==> config.mk <==
export PLATFORM = sky130hd
export DESIGN_NAME = avc_decoder_config_record_parser
export DESIGN_NICKNAME = d
export VERILOG_FILES = /design/src/rtl/core/acdr_pkg.sv /design/src/rtl/core/acdr_parse.sv /design/src/rtl/core/acdr_out_skid.sv /design/src/rtl/core/avc_decoder_config_record_parser.sv
export SDC_FILE = /design/constraint.sdc
export NUM_CORES = 1
export LEC_CHECK = 0
export ABC_AREA = 1
export CAP_MARGIN = 40
export CORE_ASPECT_RATIO = 0.75
export CORE_MARGIN = 3
export CORE_UTILIZATION = 45
export CTS_CLUSTER_SIZE = 14
export DETAILED_ROUTE_END_ITERATION = 8
export DONT_BUFFER_PORTS = 1
export PLACE_DENSITY = 0.59
export SYNTH_ARGS = -nofsm -noshare
export SYNTH_HDL_FRONTEND = slang
export SYNTH_SLANG_ARGS = --single-unit
==> constraint.sdc <==
create_clock -name aclk -period 2.3 [get_ports aclk]
set_input_delay 0.23 -clock aclk [delete_from_list [all_inputs] [get_ports aclk]]
set_output_delay 0.23 -clock aclk [all_outputs]
set_load 0.005 [all_outputs]
==> src/rtl/core/acdr_pkg.sv <==
`default_nettype none

package acdr_pkg;

    // field kinds reported with each result
    localparam logic [3:0] KIND_VERSION  = 4'd0;
    localparam logic [3:0] KIND_PROFILE  = 4'd1;
    localparam logic [3:0] KIND_COMPAT   = 4'd2;
    localparam logic [3:0] KIND_LEVEL    = 4'd3;
    localparam logic [3:0] KIND_LENSIZE  = 4'd4;
    localparam logic [3:0] KIND_SPSCOUNT = 4'd5;
    localparam logic [3:0] KIND_LENHI    = 4'd6;
    localparam logic [3:0] KIND_LENLO    = 4'd7;
    localparam logic [3:0] KIND_UNITBYTE = 4'd8;
    localparam logic [3:0] KIND_PPSCOUNT = 4'd9;
    localparam logic [3:0] KIND_CHROMA   = 4'd10;
    localparam logic [3:0] KIND_LUMADEP  = 4'd11;
    localparam logic [3:0] KIND_CHROMDEP = 4'd12;
    localparam logic [3:0] KIND_EXTCOUNT = 4'd13;
    localparam logic [3:0] KIND_TRAILING = 4'd14;

    // parameter set classes
    localparam logic [1:0] CLS_SPS = 2'd0;
    localparam logic [1:0] CLS_PPS = 2'd1;
    localparam logic [1:0] CLS_EXT = 2'd2;

    // profiles without the extended trailer
    localparam logic [7:0] PROFILE_BASELINE = 8'd66;
    localparam logic [7:0] PROFILE_MAIN     = 8'd77;
    localparam logic [7:0] PROFILE_EXTENDED = 8'd88;

    // field masks
    localparam logic [7:0] MASK_LENSIZE  = 8'b0000_0011;
    localparam logic [7:0] MASK_SPSCOUNT = 8'b0001_1111;
    localparam logic [7:0] MASK_DEPTH    = 8'b0000_0111;
    localparam logic [7:0] DEPTH_BASE    = 8'd8;

    // one decoded result
    typedef struct packed {
        logic       truncated;
        logic       record_done;
        logic       last_of_unit;
        logic [7:0] unit_index;
        logic [1:0] unit_class;
        logic [7:0] field_value;
        logic [3:0] field_kind;
    } result_t;

endpackage

`default_nettype wire

==> src/rtl/core/acdr_parse.sv <==
`default_nettype none

module acdr_parse
    import acdr_pkg::*;
(
    input  wire logic    aclk,
    input  wire logic    aresetn,
    input  wire logic    in_accept,
    input  wire logic [7:0] in_byte,
    input  wire logic    first_of_box,
    input  wire logic    last_of_box,
    output result_t      result
);

    // parser phases
    localparam logic [3:0] PH_VERSION  = 4'd0;
    localparam logic [3:0] PH_PROFILE  = 4'd1;
    localparam logic [3:0] PH_COMPAT   = 4'd2;
    localparam logic [3:0] PH_LEVEL    = 4'd3;
    localparam logic [3:0] PH_LENSIZE  = 4'd4;
    localparam logic [3:0] PH_SPSCOUNT = 4'd5;
    localparam logic [3:0] PH_LENHI    = 4'd6;
    localparam logic [3:0] PH_LENLO    = 4'd7;
    localparam logic [3:0] PH_PAYLOAD  = 4'd8;
    localparam logic [3:0] PH_PPSCOUNT = 4'd9;
    localparam logic [3:0] PH_CHROMA   = 4'd10;
    localparam logic [3:0] PH_LUMA     = 4'd11;
    localparam logic [3:0] PH_CDEPTH   = 4'd12;
    localparam logic [3:0] PH_EXTCOUNT = 4'd13;
    localparam logic [3:0] PH_TRAILING = 4'd14;

    typedef struct packed {
        logic [3:0]  phase;
        logic [7:0]  units_left;
        logic [15:0] bytes_left;
        logic [7:0]  unit_counter;
        logic [7:0]  profile_seen;
        logic [7:0]  len_hi;
        logic        done_flag;
        logic [1:0]  unit_cls;
    } parse_state_t;

    localparam parse_state_t STATE_CLEAR = '{
        phase: PH_VERSION, units_left: 8'd0, bytes_left: 16'd0, unit_counter: 8'd0,
        profile_seen: 8'd0, len_hi: 8'd0, done_flag: 1'b0, unit_cls: CLS_SPS
    };

    parse_state_t st_reg;
    parse_state_t st_next;

    // phase after a class of units is finished
    function automatic logic [3:0] section_end(input logic [1:0] cls, input logic [7:0] prof);
        logic plain;
        plain = (prof == PROFILE_BASELINE) || (prof == PROFILE_MAIN)
             || (prof == PROFILE_EXTENDED);
        if (cls == CLS_SPS) begin
            section_end = PH_PPSCOUNT;
        end else if (cls == CLS_PPS && !plain) begin
            section_end = PH_CHROMA;
        end else begin
            section_end = PH_TRAILING;
        end
    endfunction

    // decode one byte and work out the next state
    always_comb begin
        parse_state_t s;
        logic         rdone;
        logic         end_unit;
        logic [7:0]   ul_dec;
        logic [15:0]  bl_dec;
        logic [15:0]  len;

        s        = first_of_box ? STATE_CLEAR : st_reg;
        rdone    = 1'b0;
        end_unit = 1'b0;
        ul_dec   = s.units_left - 8'd1;
        bl_dec   = s.bytes_left - 16'd1;
        len      = {s.len_hi, in_byte};

        result              = '0;
        result.field_kind   = KIND_TRAILING;
        result.field_value  = in_byte;

        unique case (s.phase) inside
            PH_VERSION: begin
                result.field_kind = KIND_VERSION;
                s.phase = PH_PROFILE;
            end
            PH_PROFILE: begin
                result.field_kind = KIND_PROFILE;
                s.profile_seen = in_byte;
                s.phase = PH_COMPAT;
            end
            PH_COMPAT: begin
                result.field_kind = KIND_COMPAT;
                s.phase = PH_LEVEL;
            end
            PH_LEVEL: begin
                result.field_kind = KIND_LEVEL;
                s.phase = PH_LENSIZE;
            end
            PH_LENSIZE: begin
                result.field_kind  = KIND_LENSIZE;
                result.field_value = (in_byte & MASK_LENSIZE) + 8'd1;
                s.phase = PH_SPSCOUNT;
            end
            PH_SPSCOUNT, PH_PPSCOUNT, PH_EXTCOUNT: begin
                s.unit_counter = 8'd0;
                if (s.phase == PH_SPSCOUNT) begin
                    result.field_kind  = KIND_SPSCOUNT;
                    result.field_value = in_byte & MASK_SPSCOUNT;
                    s.unit_cls = CLS_SPS;
                end else if (s.phase == PH_PPSCOUNT) begin
                    result.field_kind = KIND_PPSCOUNT;
                    s.unit_cls = CLS_PPS;
                end else begin
                    result.field_kind = KIND_EXTCOUNT;
                    s.unit_cls = CLS_EXT;
                end
                s.units_left = result.field_value;
                if (result.field_value == 8'd0) begin
                    s.phase = section_end(s.unit_cls, s.profile_seen);
                    rdone   = (s.phase == PH_TRAILING);
                end else begin
                    s.phase = PH_LENHI;
                end
            end
            PH_LENHI: begin
                result.field_kind = KIND_LENHI;
                result.unit_class = s.unit_cls;
                result.unit_index = s.unit_counter;
                s.len_hi = in_byte;
                s.phase  = PH_LENLO;
            end
            PH_LENLO: begin
                result.field_kind = KIND_LENLO;
                result.unit_class = s.unit_cls;
                result.unit_index = s.unit_counter;
                s.bytes_left = len;
                if (len == 16'd0) begin
                    end_unit = 1'b1;
                end else begin
                    s.phase = PH_PAYLOAD;
                end
            end
            PH_PAYLOAD: begin
                result.field_kind = KIND_UNITBYTE;
                result.unit_class = s.unit_cls;
                result.unit_index = s.unit_counter;
                s.bytes_left = bl_dec;
                end_unit = (bl_dec == 16'd0);
            end
            PH_CHROMA: begin
                result.field_kind  = KIND_CHROMA;
                result.field_value = in_byte & MASK_LENSIZE;
                s.phase = PH_LUMA;
            end
            PH_LUMA: begin
                result.field_kind  = KIND_LUMADEP;
                result.field_value = DEPTH_BASE + (in_byte & MASK_DEPTH);
                s.phase = PH_CDEPTH;
            end
            PH_CDEPTH: begin
                result.field_kind  = KIND_CHROMDEP;
                result.field_value = DEPTH_BASE + (in_byte & MASK_DEPTH);
                s.phase = PH_EXTCOUNT;
            end
            default: begin
                result.field_kind = KIND_TRAILING;
                s.phase = PH_TRAILING;
            end
        endcase

        // closing a unit, and the section when none are left
        if (end_unit) begin
            result.last_of_unit = 1'b1;
            s.unit_counter = s.unit_counter + 8'd1;
            s.units_left   = ul_dec;
            if (ul_dec == 8'd0) begin
                s.phase = section_end(s.unit_cls, s.profile_seen);
                rdone   = (s.phase == PH_TRAILING);
            end else begin
                s.phase = PH_LENHI;
            end
        end

        if (rdone) begin
            s.done_flag = 1'b1;
        end
        result.record_done = rdone;

        // end of box always restarts
        result.truncated = last_of_box && !s.done_flag;
        if (last_of_box) begin
            s = STATE_CLEAR;
        end

        st_next = s;
    end

    // parser state
    always_ff @(posedge aclk) begin
        if (!aresetn) begin
            st_reg <= STATE_CLEAR;
        end else if (in_accept) begin
            st_reg <= st_next;
        end
    end

endmodule

`default_nettype wire

==> src/rtl/core/acdr_out_skid.sv <==
`default_nettype none

module acdr_out_skid
    import acdr_pkg::*;
(
    input  wire logic aclk,
    input  wire logic aresetn,
    input  wire logic in_valid,
    input  result_t   in_data,
    output logic      in_ready,
    output logic      out_valid,
    output result_t   out_data,
    input  wire logic out_ready
);

    logic    out_valid_reg;
    logic    skid_valid_reg;
    result_t out_reg;
    result_t skid_reg;

    assign in_ready  = !skid_valid_reg;
    assign out_valid = out_valid_reg;
    assign out_data  = out_reg;

    // control: output stage plus one spare entry
    always_ff @(posedge aclk) begin
        if (!aresetn) begin
            out_valid_reg  <= 1'b0;
            skid_valid_reg <= 1'b0;
        end else if (out_ready || !out_valid_reg) begin
            out_valid_reg  <= skid_valid_reg || in_valid;
            skid_valid_reg <= 1'b0;
        end else if (in_valid) begin
            skid_valid_reg <= 1'b1;
        end
    end

    // payload
    always_ff @(posedge aclk) begin
        if (out_ready || !out_valid_reg) begin
            out_reg <= skid_valid_reg ? skid_reg : in_data;
        end else if (in_valid) begin
            skid_reg <= in_data;
        end
    end

endmodule

`default_nettype wire

==> src/rtl/core/avc_decoder_config_record_parser.sv <==
// AVC decoder configuration record parser
// Input stream: one record byte per transaction on s_tdata; s_tuser marks the
// first byte of a box (restarts parsing), s_tlast marks the final byte of a box.
// Output stream: one result transaction per input byte, naming the field the
// byte belongs to with its decoded value, parameter set class and index, and
// flags for end of unit, record completion (m_tlast) and early box end.
// Each accepted byte's result is registered in the output stage, or in its
// spare entry under a stall, before it reaches the m_ side. Throughput is one
// byte per cycle while s_tready is high; the phase update and the 16-bit byte
// count decrement sit between the parser state and output registers.
// A two-entry output stage lets a byte be taken while an earlier result waits;
// s_tready falls only once both entries hold results the receiver has not
// taken, and rises again as soon as one is taken. No result is dropped.
// Reset (aresetn low, synchronous) returns the parser to expecting a version
// byte and empties the output stage.
`default_nettype none

module avc_decoder_config_record_parser
    import acdr_pkg::*;
(
    input  wire logic        aclk,
    input  wire logic        aresetn,
    input  wire logic        s_tvalid,
    output logic             s_tready,
    input  wire logic [7:0]  s_tdata,   // [7:0] in_byte
    input  wire logic        s_tuser,   // [0] first_of_box
    input  wire logic        s_tlast,   // last_of_box
    output logic             m_tvalid,
    input  wire logic        m_tready,
    output logic [15:0]      m_tdata,   // [7:0] field_value, [15:8] unit_index
    output logic [7:0]       m_tuser,   // [3:0] field_kind, [5:4] unit_class,
                                        // [6] last_of_unit, [7] truncated
    output logic             m_tlast    // record_done
);

    logic    accept;
    result_t res;
    result_t res_out;

    assign accept = s_tvalid && s_tready;

    acdr_parse u_parse (
        .aclk         (aclk),
        .aresetn      (aresetn),
        .in_accept    (accept),
        .in_byte      (s_tdata),
        .first_of_box (s_tuser),
        .last_of_box  (s_tlast),
        .result       (res)
    );

    acdr_out_skid u_out (
        .aclk      (aclk),
        .aresetn   (aresetn),
        .in_valid  (accept),
        .in_data   (res),
        .in_ready  (s_tready),
        .out_valid (m_tvalid),
        .out_data  (res_out),
        .out_ready (m_tready)
    );

    // pack result fields onto the stream
    assign m_tdata = {res_out.unit_index, res_out.field_value};
    assign m_tuser = {res_out.truncated, res_out.last_of_unit,
                      res_out.unit_class, res_out.field_kind};
    assign m_tlast = res_out.record_done;

endmodule

`default_nettype wire

==> results of run 1 <==
## cells by family (layout without fill, tap and decap cells)
group,Yosys count,count (layout)
simple gates,512,512
flops,107,107
other cells,0,1
xor+xnor,9,9
compound gates,163,163
buf+inv,144,186
fa+ha+maj,7,7
## cell type report
type	instances	area, µm²
fill	1387	6300
multi-input combinational	691	3490
sequential	107	2660
timing repair buffer	66	571
inverter	104	395
tap	195	244
clock buffer	10	239
clock inverter	6	82.6
antenna	1	2.50
## worst max-delay path by stage
stage                     slack [ns]  cells past startpoint                            start                              end
after floorplan                 0.02                     16                          s_tuser     u_out.out_data[23]$_DFFE_PP_
after global placement         -0.05                     14  u_parse.st_reg[30]$_SDFFE_PN0P_     u_out.out_data[24]$_DFFE_PP_
after detailed placement       -0.06                     15                          s_tuser     u_out.out_data[24]$_DFFE_PP_
after CTS                       0.02                     15  u_parse.st_reg[28]$_SDFFE_PN0P_     u_out.out_data[24]$_DFFE_PP_
after global routing           -0.03                     17  u_parse.st_reg[27]$_SDFFE_PN0P_  u_parse.st_reg[25]$_SDFFE_PN0P_
final                           0.10                     15  u_parse.st_reg[28]$_SDFFE_PN0P_     u_out.out_data[22]$_DFFE_PP_
## placed cells by master, fill, tap and decap left out, types with 5 or more instances in the layout
cell / instances
dfxtp_2: 10
o22ai_1: 7
dfxtp_1: 47
nand2_2: 15
nand2_1: 302
o221ai_1: 7
o21ai_0: 49
a21oi_1: 70
buf_4: 59
nand4_1: 6
nand2_4: 7
nor2_4: 10
nand3_1: 64
ha_1: 5
edfxtp_1: 50
nand3b_1: 8
nor2_1: 68
nor3_1: 10
clkbuf_16: 10
nor2_2: 11
inv_2: 11
o21ai_2: 7
inv_1: 90
## repair_timing
action | in CTS | in global routing
pin swaps | 2 | 27
hold buffers | 0 | 0
cloned | 0 | 1
setup buffers | 6 | 7
resized for setup | 4 | 56
setup endpoints to repair | 9 | 43
## through the flow
step / total power [mW] / util (%) / hold slack [ns] / instance area (µm²) / cells
2_1_floorplan: 2.23 / - / 0.414 / 6560 / 942
3_3_place_gp: 2.29 / 50.3 / 0.435 / 7030 / 1149
3_5_place_dp: 2.29 / 50.3 / 0.433 / 7030 / 1149
4_1_cts: 3.97 / 53.0 / 0.0556 / 7410 / 1171
5_1_grt: 4.07 / 54.9 / 0.0836 / 7680 / 1180
6_report: 3.92 / 54.9 / 0.0691 / 7680 / 1180
## cells in the mapped netlist, drive strengths merged
| cell type | count | area, µm² |
|---|---|---|
| a2111oi | 1 | 8.76 |
| a211oi | 2 | 15.0 |
| a21oi | 71 | 355 |
| a22oi | 1 | 7.51 |
| a31oi | 4 | 25.0 |
| and2 | 1 | 6.26 |
| buf | 17 | 139 |
| clkbuf | 23 | 86.3 |
| clkinv | 2 | 7.51 |
| dfxtp | 57 | 1140 |
| edfxtp | 50 | 1500 |
| ha | 7 | 87.6 |
| inv | 102 | 388 |
| nand2 | 325 | 1270 |
| nand3 | 68 | 363 |
| nand3b | 8 | 60.1 |
| nand4 | 6 | 37.5 |
| nor2 | 89 | 377 |
| nor3 | 12 | 70.1 |
| nor3b | 1 | 7.51 |
| nor4 | 1 | 6.26 |
| o2111a | 1 | 11.3 |
| o211ai | 3 | 22.5 |
| o21ai | 61 | 332 |
| o21bai | 5 | 37.5 |
| o221ai | 7 | 61.3 |
| o22ai | 7 | 43.8 |
| or2 | 1 | 6.26 |
| xnor2 | 4 | 35.0 |
| xor2 | 5 | 43.8 |
## worst reg2reg max path, stage by stage (launching register included)
cell     delay, ns
dfxtp_2       0.37
nand2_4       0.07
ha_4          0.18
buf_4         0.13
xnor2_1       0.23
nor2_1        0.08
nand2_1       0.06
nor2_1        0.04
nand2_1       0.08
nor2_2        0.04
nand3_2       0.08
nand2_4       0.11
inv_2         0.25
nand2_1       0.08
o21ai_0       0.09
inv_1         0.06
## power by group
group          internal, mW  switching (mW)
logic                0.0500           0.154
clock network         0.898           0.770
registers              2.03          0.0211
## metal layers
layer | GRT usage, % | vias to the layer above
li1 | - | 3156
met2 | 31.4 | 241
met1 | 38.0 | 2927
met5 | 0 | -
met4 | 5.25 | 0
met3 | 5.95 | 21
==> impl_metrics.py, run 1 <==
metrics = {
    "logic_synthesis": {
        "syn_inst": 942,
        "synth_cell_types": 46,
        "synth_top_family_by_area": "simple AND/OR/NAND/NOR gates",
        "synth-adder-area-share_pct": 1.34,
        "synth_compound_area_share_pct": 14.0,
        "syn_area_per_cell_um2": 6.96,
        "synth_seq_cells": 107,
        "syn_nets": 963,
        "synthMuxAreaShare_pct": 0,
        "synth_area_um2": 6560,
        "seq_area_frac_synth_pct": 40.3,
        "synthXorXnorAreaFrac_pct": 1.20,
        "yosys_warnings": 0,
        "synth-simple-area-share_pct": 33.7,
    },
    "sta": {
        "worst_slew_pin_slew_ns": 0.664,
        "rsz0062_at_grt": "true",
        "setup_tns_ns": 0,
        "fmaxAchievable_mhz": 455,
        "clock-skew-final_ns": 0.00834,
        "hold_viol": 0,
        "setup_slack_ns": 0.100,
        "min_period_ns": 2.20,
        "post-route-period-util_pct": 95.6,
        "slew_violations": 0,
        "slew_headroom_pct": 55.7,
        "setup_violations": 0,
    },
    "worst_setup_path": {
        "r2r-end": "u_out.out_data[22]$_DFFE_PP_",
        "crit_path_end_kind": "flip-flop",
        "critPathSlowestCell": "dfxtp_2",
        "start_kind": "flip-flop",
        "r2r_start": "u_parse.st_reg[28]$_SDFFE_PN0P_",
        "crit_required_ns": 2.41,
        "worstPathCellList": "nand2_4 -> ha_4 -> buf_4 -> xnor2_1 -> nor2_1 -> nand2_1 -> nor2_1 -> nand2_1 -> nor2_2 -> nand3_2 -> nand2_4 -> inv_2 -> nand2_1 -> o21ai_0 -> inv_1",
        "cp.buffers_inverters": 3,
        "worstPathMaxFanout": 12,
        "r2r_slack_ns": 0.10,
        "crit_top_cell": "nand2_1",
        "worstPathArrival_ns": 2.31,
        "setup.worst_path.class": "flip-flop to flip-flop",
        "slowest_delay_ns": 0.37,
        "ff2ff_path_depth": 15,
        "critPathTopFamily": "simple AND/OR/NAND/NOR gates",
    },
    "placement": {
        "dp_slack_ns": -0.0639,
        "port_buffers": 0,
        "gp_congestion": 1.04,
        "hpwlAfterDp_um": 14100,
    },
    "global_routing": {
        "grt_max_degree": 58,
        "overflow": 0,
        "track_usage_pct": 23.7,
        "grt_pass1_wl_um": 30600,
        "antenna_found_initial": 1,
        "grt_pass1_vias": 5582,
    },
    "power_and_ir_drop": {
        "ir_drop_v": 0.000278,
        "p_leak_nw": 3.45,
        "powerDensity_nw_per_um2": 511,
    },
    "worst_hold_path": {
        "hold_path_depth": 2,
        "whs_endpoint": "u_out.skid_valid_reg$_SDFFE_PP0P_",
        "min-delay-path-class": "input port to flip-flop",
        "hold_path_startpoint": "s_tvalid",
    },
    "layout": {
        "area_growth_pct": 17.1,
        "layout-drive-gt1-share_pct": 17.2,
        "final_net_count": 1000,
        "largest_reg_flops": 55,
    },
    "routing": {
        "vias": 6345,
        "routed_wirelength_um": 19400,
        "maxUsedRoutingLayer": "met4",
        "remaining_drc_errors": 0,
        "drtIter0Drc": 713,
        "route.met2.wl_um": 7580,
        "wl_met1_um": 9920,
        "ant_nets": 0,
        "avgViaCountPerCell": 5.38,
        "drt-pass1-iter-count": 5,
        "wl_met3_um": 1640,
        "drt-wirelength-per-cell_um": 16.4,
    },
    "clock_network": {
        "cts_sinks": 107,
        "cts_max_level": 3,
        "cts.clk_slew.worst_paths_ns": 0.08,
        "cts_root_buf": "clkbuf_16",
        "clk_latency_ns": 0.36,
        "cts_buffer_depth": 2,
        "cts_tree": "done",
        "cts_buffers": 9,
    },
    "die": {
        "die_w_um": 145,
        "ios": 41,
        "die_y_um": 111,
        "rows": 37,
        "start_util_pct": 46.9,
        "dieArea_um2": 16100,
        "coreArea_um2": 14000,
    },
    "job": {
        "maxCapViolCount": 0,
    },
    "outcome": {
        "status": "finished, final reports clean",
    },
}
Power figures use the tool's default switching activity.
==> inputs of run 2 (changes only) <==
==> constraint.sdc (replaced) <==
create_clock -name aclk -period 2.3 [get_ports aclk]
set_input_delay 0.115 -clock aclk [delete_from_list [all_inputs] [get_ports aclk]]
set_output_delay 0.115 -clock aclk [all_outputs]
set_load 0.005 [all_outputs]
==> run 2 against run 1 <==
Sequential cell count is the same. Register-to-register slack lost 0.04 ns. Count of clock-buffer cells in the layout is the same. Non-clock buffer count shrank 10. Global-route usage shrank 0.10 points. Combinational power grew 7%. Critical path depth shrank 1. Clock power shrank 10%. Worst setup slack lost 0.040 ns. Largest cell class unchanged. Largest power group unchanged.
==> impl_metrics.py, run 2 (synthesized netlist as in run 1, its figures left out) <==
metrics = {
    "placement": {
        "placed_cells": 1141,
        "dp_slack_ns": 0.0509,
        "hpwlAfterDp_um": 13800,
        "place_area_um2": 6950,
        "gp_congestion": 0.977,
        "port_buffers": 0,
    },
    "worst_setup_path": {
        "critPathSlowestCell": "dfxtp_2",
        "r2r_slack_ns": 0.06,
        "worstPathArrival_ns": 2.47,
        "start_kind": "flip-flop",
        "setup.worst_path.class": "flip-flop to flip-flop",
        "r2r-end": "u_parse.st_reg[48]$_SDFFE_PN0P_",
        "worstPathCellList": "nand2_2 -> ha_4 -> nand3_4 -> nor2_2 -> xor2_2 -> nand2_1 -> nor2_1 -> nand3_2 -> nand2_4 -> buf_12 -> clkbuf_16 -> nand3_1 -> nand3_1 -> a21oi_1",
        "worstPathMaxFanout": 9,
        "cp-startpoint": "u_parse.st_reg[27]$_SDFFE_PN0P_",
        "slowest_delay_ns": 0.33,
        "crit_required_ns": 2.53,
        "r2r_start": "u_parse.st_reg[27]$_SDFFE_PN0P_",
        "crit_path_end_kind": "flip-flop",
        "crit_top_cell": "nand3_1",
        "ff2ff_path_depth": 14,
    },
    "sta": {
        "worst_slew_pin_slew_ns": 0.561,
        "setup_violations": 0,
        "slew_violations": 0,
        "min_period_ns": 2.24,
        "hold_viol": 0,
        "setup_tns_ns": 0,
        "post-route-period-util_pct": 97.4,
        "fmaxAchievable_mhz": 447,
        "setup_slack_ns": 0.0607,
        "slew_headroom_pct": 62.3,
        "clock-skew-final_ns": 0.00638,
    },
    "layout": {
        "diodes": 0,
        "layout-drive-gt1-share_pct": 13.7,
        "layout_common_cells": "nand2_1 (308), inv_1 (90), nor2_1 (73)",
        "largest_reg_flops": 55,
        "fin_area_um2": 7480,
        "fillers": 1386,
        "final_net_count": 990,
        "final_cell_count_no_fill": 1169,
        "area_growth_pct": 14.1,
        "layout_commonest_cell": "nand2_1",
    },
    "routing": {
        "drtIter0Drc": 649,
        "routed_wirelength_um": 19000,
        "maxUsedRoutingLayer": "met4",
        "drt-wirelength-per-cell_um": 16.3,
        "ant_nets": 0,
        "wl_met1_um": 9490,
        "vias": 6159,
        "drt-pass1-iter-count": 5,
        "route.met2.wl_um": 7560,
        "remaining_drc_errors": 0,
        "avgViaCountPerCell": 5.27,
        "wl_met3_um": 1790,
    },
    "die": {
        "coreArea_um2": 14000,
        "rows": 37,
        "die_w_um": 145,
        "ios": 41,
        "start_util_pct": 46.9,
        "dieArea_um2": 16100,
        "die_y_um": 111,
    },
    "outcome": {
        "status": "finished, final reports clean",
    },
    "job": {
        "maxCapViolCount": 0,
    },
    "global_routing": {
        "grt_pass1_wl_um": 30600,
        "grt_max_degree": 39,
        "track_usage_pct": 23.6,
        "overflow": 0,
        "antenna_found_initial": 0,
        "grt_pass1_vias": 5552,
    },
    "power_and_ir_drop": {
        "ir_drop_v": 0.000363,
        "p_leak_nw": 3.34,
        "clkPwrFrac_pct": 39.8,
        "powerDensity_nw_per_um2": 504,
        "sw_frac_of_total_pct": 24.6,
        "intPower_mw": 2.84,
        "seqPwrFrac_pct": 54.4,
        "switchingPower_uw": 928,
        "p_comb_share_pct": 5.8,
    },
    "worst_hold_path": {
        "hold_path_startpoint": "s_tdata[2]",
        "whs_endpoint": "u_out.skid_reg[6]$_DFFE_PP_",
        "hold_path_depth": 2,
        "min-delay-path-class": "input port to flip-flop",
    },
    "clock_network": {
        "cts_buffers": 9,
        "cts.clk_slew.worst_paths_ns": 0.08,
        "cts_sinks": 107,
        "clk_latency_ns": 0.36,
        "cts_tree": "done",
        "cts_root_buf": "clkbuf_16",
        "cts_buffer_depth": 2,
        "cts_max_level": 3,
    },
}
[run 2: cell types whose count changed in the layout (fill, tap and decap cells not counted), moves of 3 or more]
cell	delta
buf_4	-16
dfxtp_1	+4
dfxtp_2	-4
dlygate4sd3_1	+8
nand2_1	+6
nand2_2	-3
nor2_1	+5
nor2_4	-4
o21ai_2	-4
[run 2: how the worst max path moves through the flow]
stage               slack, ns                              end  cells after the start
finish                   0.06  u_parse.st_reg[48]$_SDFFE_PN0P_                     14
global route            -0.06  u_parse.st_reg[48]$_SDFFE_PN0P_                     14
CTS                      0.02     u_out.out_data[23]$_DFFE_PP_                     12
detailed placement       0.05     u_out.out_data[23]$_DFFE_PP_                     12
global placement         0.07     u_out.out_data[23]$_DFFE_PP_                     12
floorplan                0.13     u_out.out_data[23]$_DFFE_PP_                     16
[run 2: metal layers]
layer  vias up  GRT usage (%)
met4         0           4.87
li1       3134              -
met1      2798           37.4
met3        12           5.29
met5         -              0
met2       215           32.5
[run 2: area by class of cell]
class	count	area (µm²)	area share, %
Clock buffer	10	229	3.06
Clock inverter	6	51.3	0.686
Inverter	104	395	5.28
Multi-Input combinational cell	691	3400	45.5
Sequential cell	107	2650	35.4
Tap cell	195	244	3.26
Timing Repair Buffer	56	508	6.79
[run 2: critical path, delay by kind of cell, from the launching register on]
kind | cells | cell delay, ns
and+or+nand+nor | 9 | 1.07
DFF | 1 | 0.33
buffers and inverters | 2 | 0.26
xor gates and xnor gates | 1 | 0.21
adders and majority gates | 1 | 0.18
AOI/OAI and AO/OA | 1 | 0.06
[run 2: repair_timing]
| action | CTS | global route |
|---|---|---|
| gates resized for setup | 0 | 30 |
| hold buffers | 8 | 0 |
| endpoints found under the setup margin | 0 | 33 |
| endpoints found under the hold margin | 12 | 0 |
| buffers inserted | 0 | 3 |
[run 2: power groups by stage]
stage	Sequential, mW	Clock (mW)	Combinational (mW)
after floorplan	2.09	0	0.144
after global placement	2.10	0	0.202
after detailed placement	2.10	0	0.201
after CTS	2.05	1.55	0.217
after global routing	2.05	1.62	0.241
final	2.05	1.50	0.218
[run 2: per-stage QoR]
step | utilization (%) | total power, mW | hold slack [ns]
2_1_floorplan | - | 2.23 | 0.299
3_3_place_gp | 49.7 | 2.30 | 0.325
3_5_place_dp | 49.7 | 2.30 | 0.325
4_1_cts | 52.3 | 3.81 | 0.0105
5_1_grt | 53.5 | 3.91 | 0.0548
6_report | 53.5 | 3.77 | 0.0226
==> inputs of run 3 (changes only) <==
SYNTH_HIERARCHICAL = 1   (was unset)
==> run 3 against run 2 <==
The flow now finishes with violations (setup timing). Synthesized cell count grew 5.1%. Die area grew 1.8%. Critical path type unchanged. Via count grew 7.3%.
==> impl_metrics.py, run 3 <==
metrics = {
    "power_and_ir_drop": {
        "ir_drop_v": 0.000348,
        "p_leak_nw": 3.60,
        "p_total_mw": 3.86,
        "powerDensity_nw_per_um2": 495,
    },
    "sta": {
        "post-route-period-util_pct": 101,
        "hold_viol": 0,
        "setup_slack_ns": -0.0152,
        "worst_slew_pin_slew_ns": 0.634,
        "setup_violations": 1,
        "slew_headroom_pct": 57.7,
        "min_period_ns": 2.32,
        "fmaxAchievable_mhz": 432,
        "slew_violations": 0,
        "clock-skew-final_ns": 0.0101,
        "setup_tns_ns": -0.0152,
        "rsz0062_at_grt": "true",
    },
    "routing": {
        "ant_nets": 0,
        "drt-wirelength-per-cell_um": 16.1,
        "drtIter0Drc": 608,
        "avgViaCountPerCell": 5.30,
        "vias": 6608,
        "routed_wirelength_um": 20100,
        "remaining_drc_errors": 0,
        "drt-pass1-iter-count": 6,
    },
    "placement": {
        "gp_congestion": 0.952,
        "placed_cells": 1217,
        "hpwlAfterDp_um": 14400,
        "port_buffers": 0,
    },
    "logic_synthesis": {
        "synth.most_common_cell": "nand2_1",
        "synth_cell_types": 43,
        "yosys_warnings": 6,
        "async_reset_ff_share_pct": 0,
        "syn_inst": 990,
        "syn_area_per_cell_um2": 6.75,
        "ys_top_cells_by_area": "edfxtp_1 (22%), nand2_1 (19%), dfxtp_1 (17%), inv_1 (5.8%), a21oi_1 (5.4%)",
        "synth_top_area_share_pct": 22.5,
        "syn_nets": 1011,
        "yosys.area.top_type": "edfxtp_1",
        "synth_seq_cells": 107,
        "seq_area_frac_synth_pct": 39.6,
        "synth_edf_count": 50,
        "synthFlopType": "dfxtp_1",
        "synth_common_cells": "nand2_1 (344), inv_1 (103), nor2_1 (85), a21oi_1 (72), nand3_1 (65)",
        "synth_area_um2": 6680,
    },
    "layout": {
        "layout_common_cells": "nand2_1 (337), inv_1 (99), nor2_1 (77)",
        "final_cell_count_no_fill": 1247,
        "layout_commonest_cell": "nand2_1",
        "largest_reg_flops": 55,
        "layout-drive-gt1-share_pct": 15.5,
        "diodes": 0,
        "area_growth_pct": 16.9,
        "final_net_count": 1068,
    },
    "clock_network": {
        "cts_root_buf": "clkbuf_16",
        "cts.clk_slew.worst_paths_ns": 0.08,
        "cts_buffers": 9,
        "cts_sinks": 107,
        "cts_max_level": 3,
        "clk_latency_ns": 0.37,
        "cts_buffer_depth": 2,
        "cts_tree": "done",
    },
    "global_routing": {
        "grt_pass1_wl_um": 32400,
        "track_usage_pct": 24.7,
        "grt_pass1_vias": 5836,
        "antenna_found_initial": 0,
        "overflow": 0,
        "grt_max_degree": 56,
    },
    "worst_setup_path": {
        "setup.worst_path.class": "flip-flop to flip-flop",
        "worstPathArrival_ns": 2.44,
        "worstPathMaxFanout": 7,
        "start_kind": "flip-flop",
        "crit_required_ns": 2.43,
        "crit_path_end_kind": "flip-flop",
    },
    "die": {
        "die_y_um": 112,
        "ios": 41,
        "die_w_um": 147,
        "dieArea_um2": 16400,
        "start_util_pct": 47.3,
        "rows": 37,
        "coreArea_um2": 14100,
    },
    "worst_hold_path": {
        "min-delay-path-class": "input port to flip-flop",
    },
    "outcome": {
        "violations": "setup timing",
        "status": "finished, violations left",
    },
    "job": {
        "maxCapViolCount": 0,
    },
}
run 3: cell count changes in the layout (fill, tap and decap cells not counted), moves of 4 or more:
| cell | previous run | this run |
|---|---|---|
| buf_4 | 43 | 69 |
| nand2_4 | 5 | 1 |
| inv_1 | 90 | 99 |
| nor3_1 | 9 | 18 |
| nand4_1 | 6 | 12 |
| nor2_1 | 73 | 77 |
| o22ai_1 | 7 | 12 |
| nand3b_1 | 8 | 4 |
| nand2_2 | 12 | 22 |
| o21ai_1 | 6 | 11 |
| o21ai_0 | 50 | 43 |
| dlygate4sd3_1 | 8 | 13 |
| nand2_1 | 308 | 337 |
run 3: cells by family (layout without fill, tap and decap cells):
family	Yosys count	after routing	share of synthesized area, %
simple gates	565	565	36.0
compound gates	155	155	12.4
buf+inv	149	211	9.91
flops	107	107	39.6
fa+ha+maj	7	7	1.31
xor+xnor	7	7	0.918
run 3: per-layer routing:
metal,vias to the layer above,share of wire [%],track usage (%)
met5,-,0,0
met3,17,7.8,5.61
li1,3327,-,-
met1,3008,52,40.3
met4,0,1.2,6.33
met2,256,39,32.1
run 3: worst max-delay path: stages, from the launching register on:
cell and delay [ns]:
dfxtp_1 0.32, nand2_2 0.10, buf_6 0.13, nand2_2 0.09, nor2_4 0.25, nand2_2 0.10
nand2_1 0.06, nand2_1 0.07, nor2_1 0.09, nand2_1 0.05, nor2_1 0.08, nand2_1 0.09
nand2_4 0.09, nand2_1 0.07, or2_1 0.25, nand2_1 0.08, inv_2 0.04, nand2_2 0.05
nand2_1 0.04
run 3: worst paths after layout:
path,start,to,slack [ns],cells after the start
min reg2reg,u_parse/st_reg[49]$_SDFFE_PN0P_,u_parse/st_reg[49]$_SDFFE_PN0P_,0.47,2
max reg2reg,u_parse/st_reg[27]$_SDFFE_PN0P_,u_out/out_data[23]$_DFFE_PP_,-0.02,18
max,u_parse/st_reg[27]$_SDFFE_PN0P_,u_out/out_data[23]$_DFFE_PP_,-0.02,18
min,s_tdata[2],u_out/skid_reg[6]$_DFFE_PP_,0.02,2
run 3: where the power goes:
part / switching (mW) / internal [mW] / leakage (nW) / total (mW)
logic: 0.167 / 0.0689 / 2.46 / 0.236
registers: 0.0215 / 2.03 / 0.991 / 2.05
clock network: 0.801 / 0.774 / 0.147 / 1.58
total: 0.989 / 2.87 / 3.60 / 3.86
run 3: repair_timing:
| action | 4_1_cts | 5_1_grt |
|---|---|---|
| gates resized for setup | 3 | 46 |
| setup buffers | 0 | 1 |
| hold buffers | 13 | 0 |
| setup endpoints to repair | 6 | 49 |
| pin swaps | 1 | 12 |
| hold endpoints to repair | 19 | 0 |
run 3: final cells by class:
type,instances,area [µm²]
Multi-Input combinational cell,734,3510
Sequential cell,107,2650
Inverter,111,427
Tap cell,195,244
Clock inverter,7,76.3
Clock buffer,9,225
Timing Repair Buffer,84,679
Fill cell,1401,6310
run 3: per-stage QoR:
stage	utilization, %	area (µm²)	hold slack [ns]	worst slack [ns]
6_report	55.3	7810	0.0215	-0.0152
5_1_grt	55.3	7810	0.0738	-0.177
4_1_cts	54.3	7670	0.0165	0.0126
3_5_place_dp	51.2	7230	0.265	-0.0444
3_3_place_gp	51.2	7230	0.261	-0.0431
2_1_floorplan	-	6680	0.246	0.0270
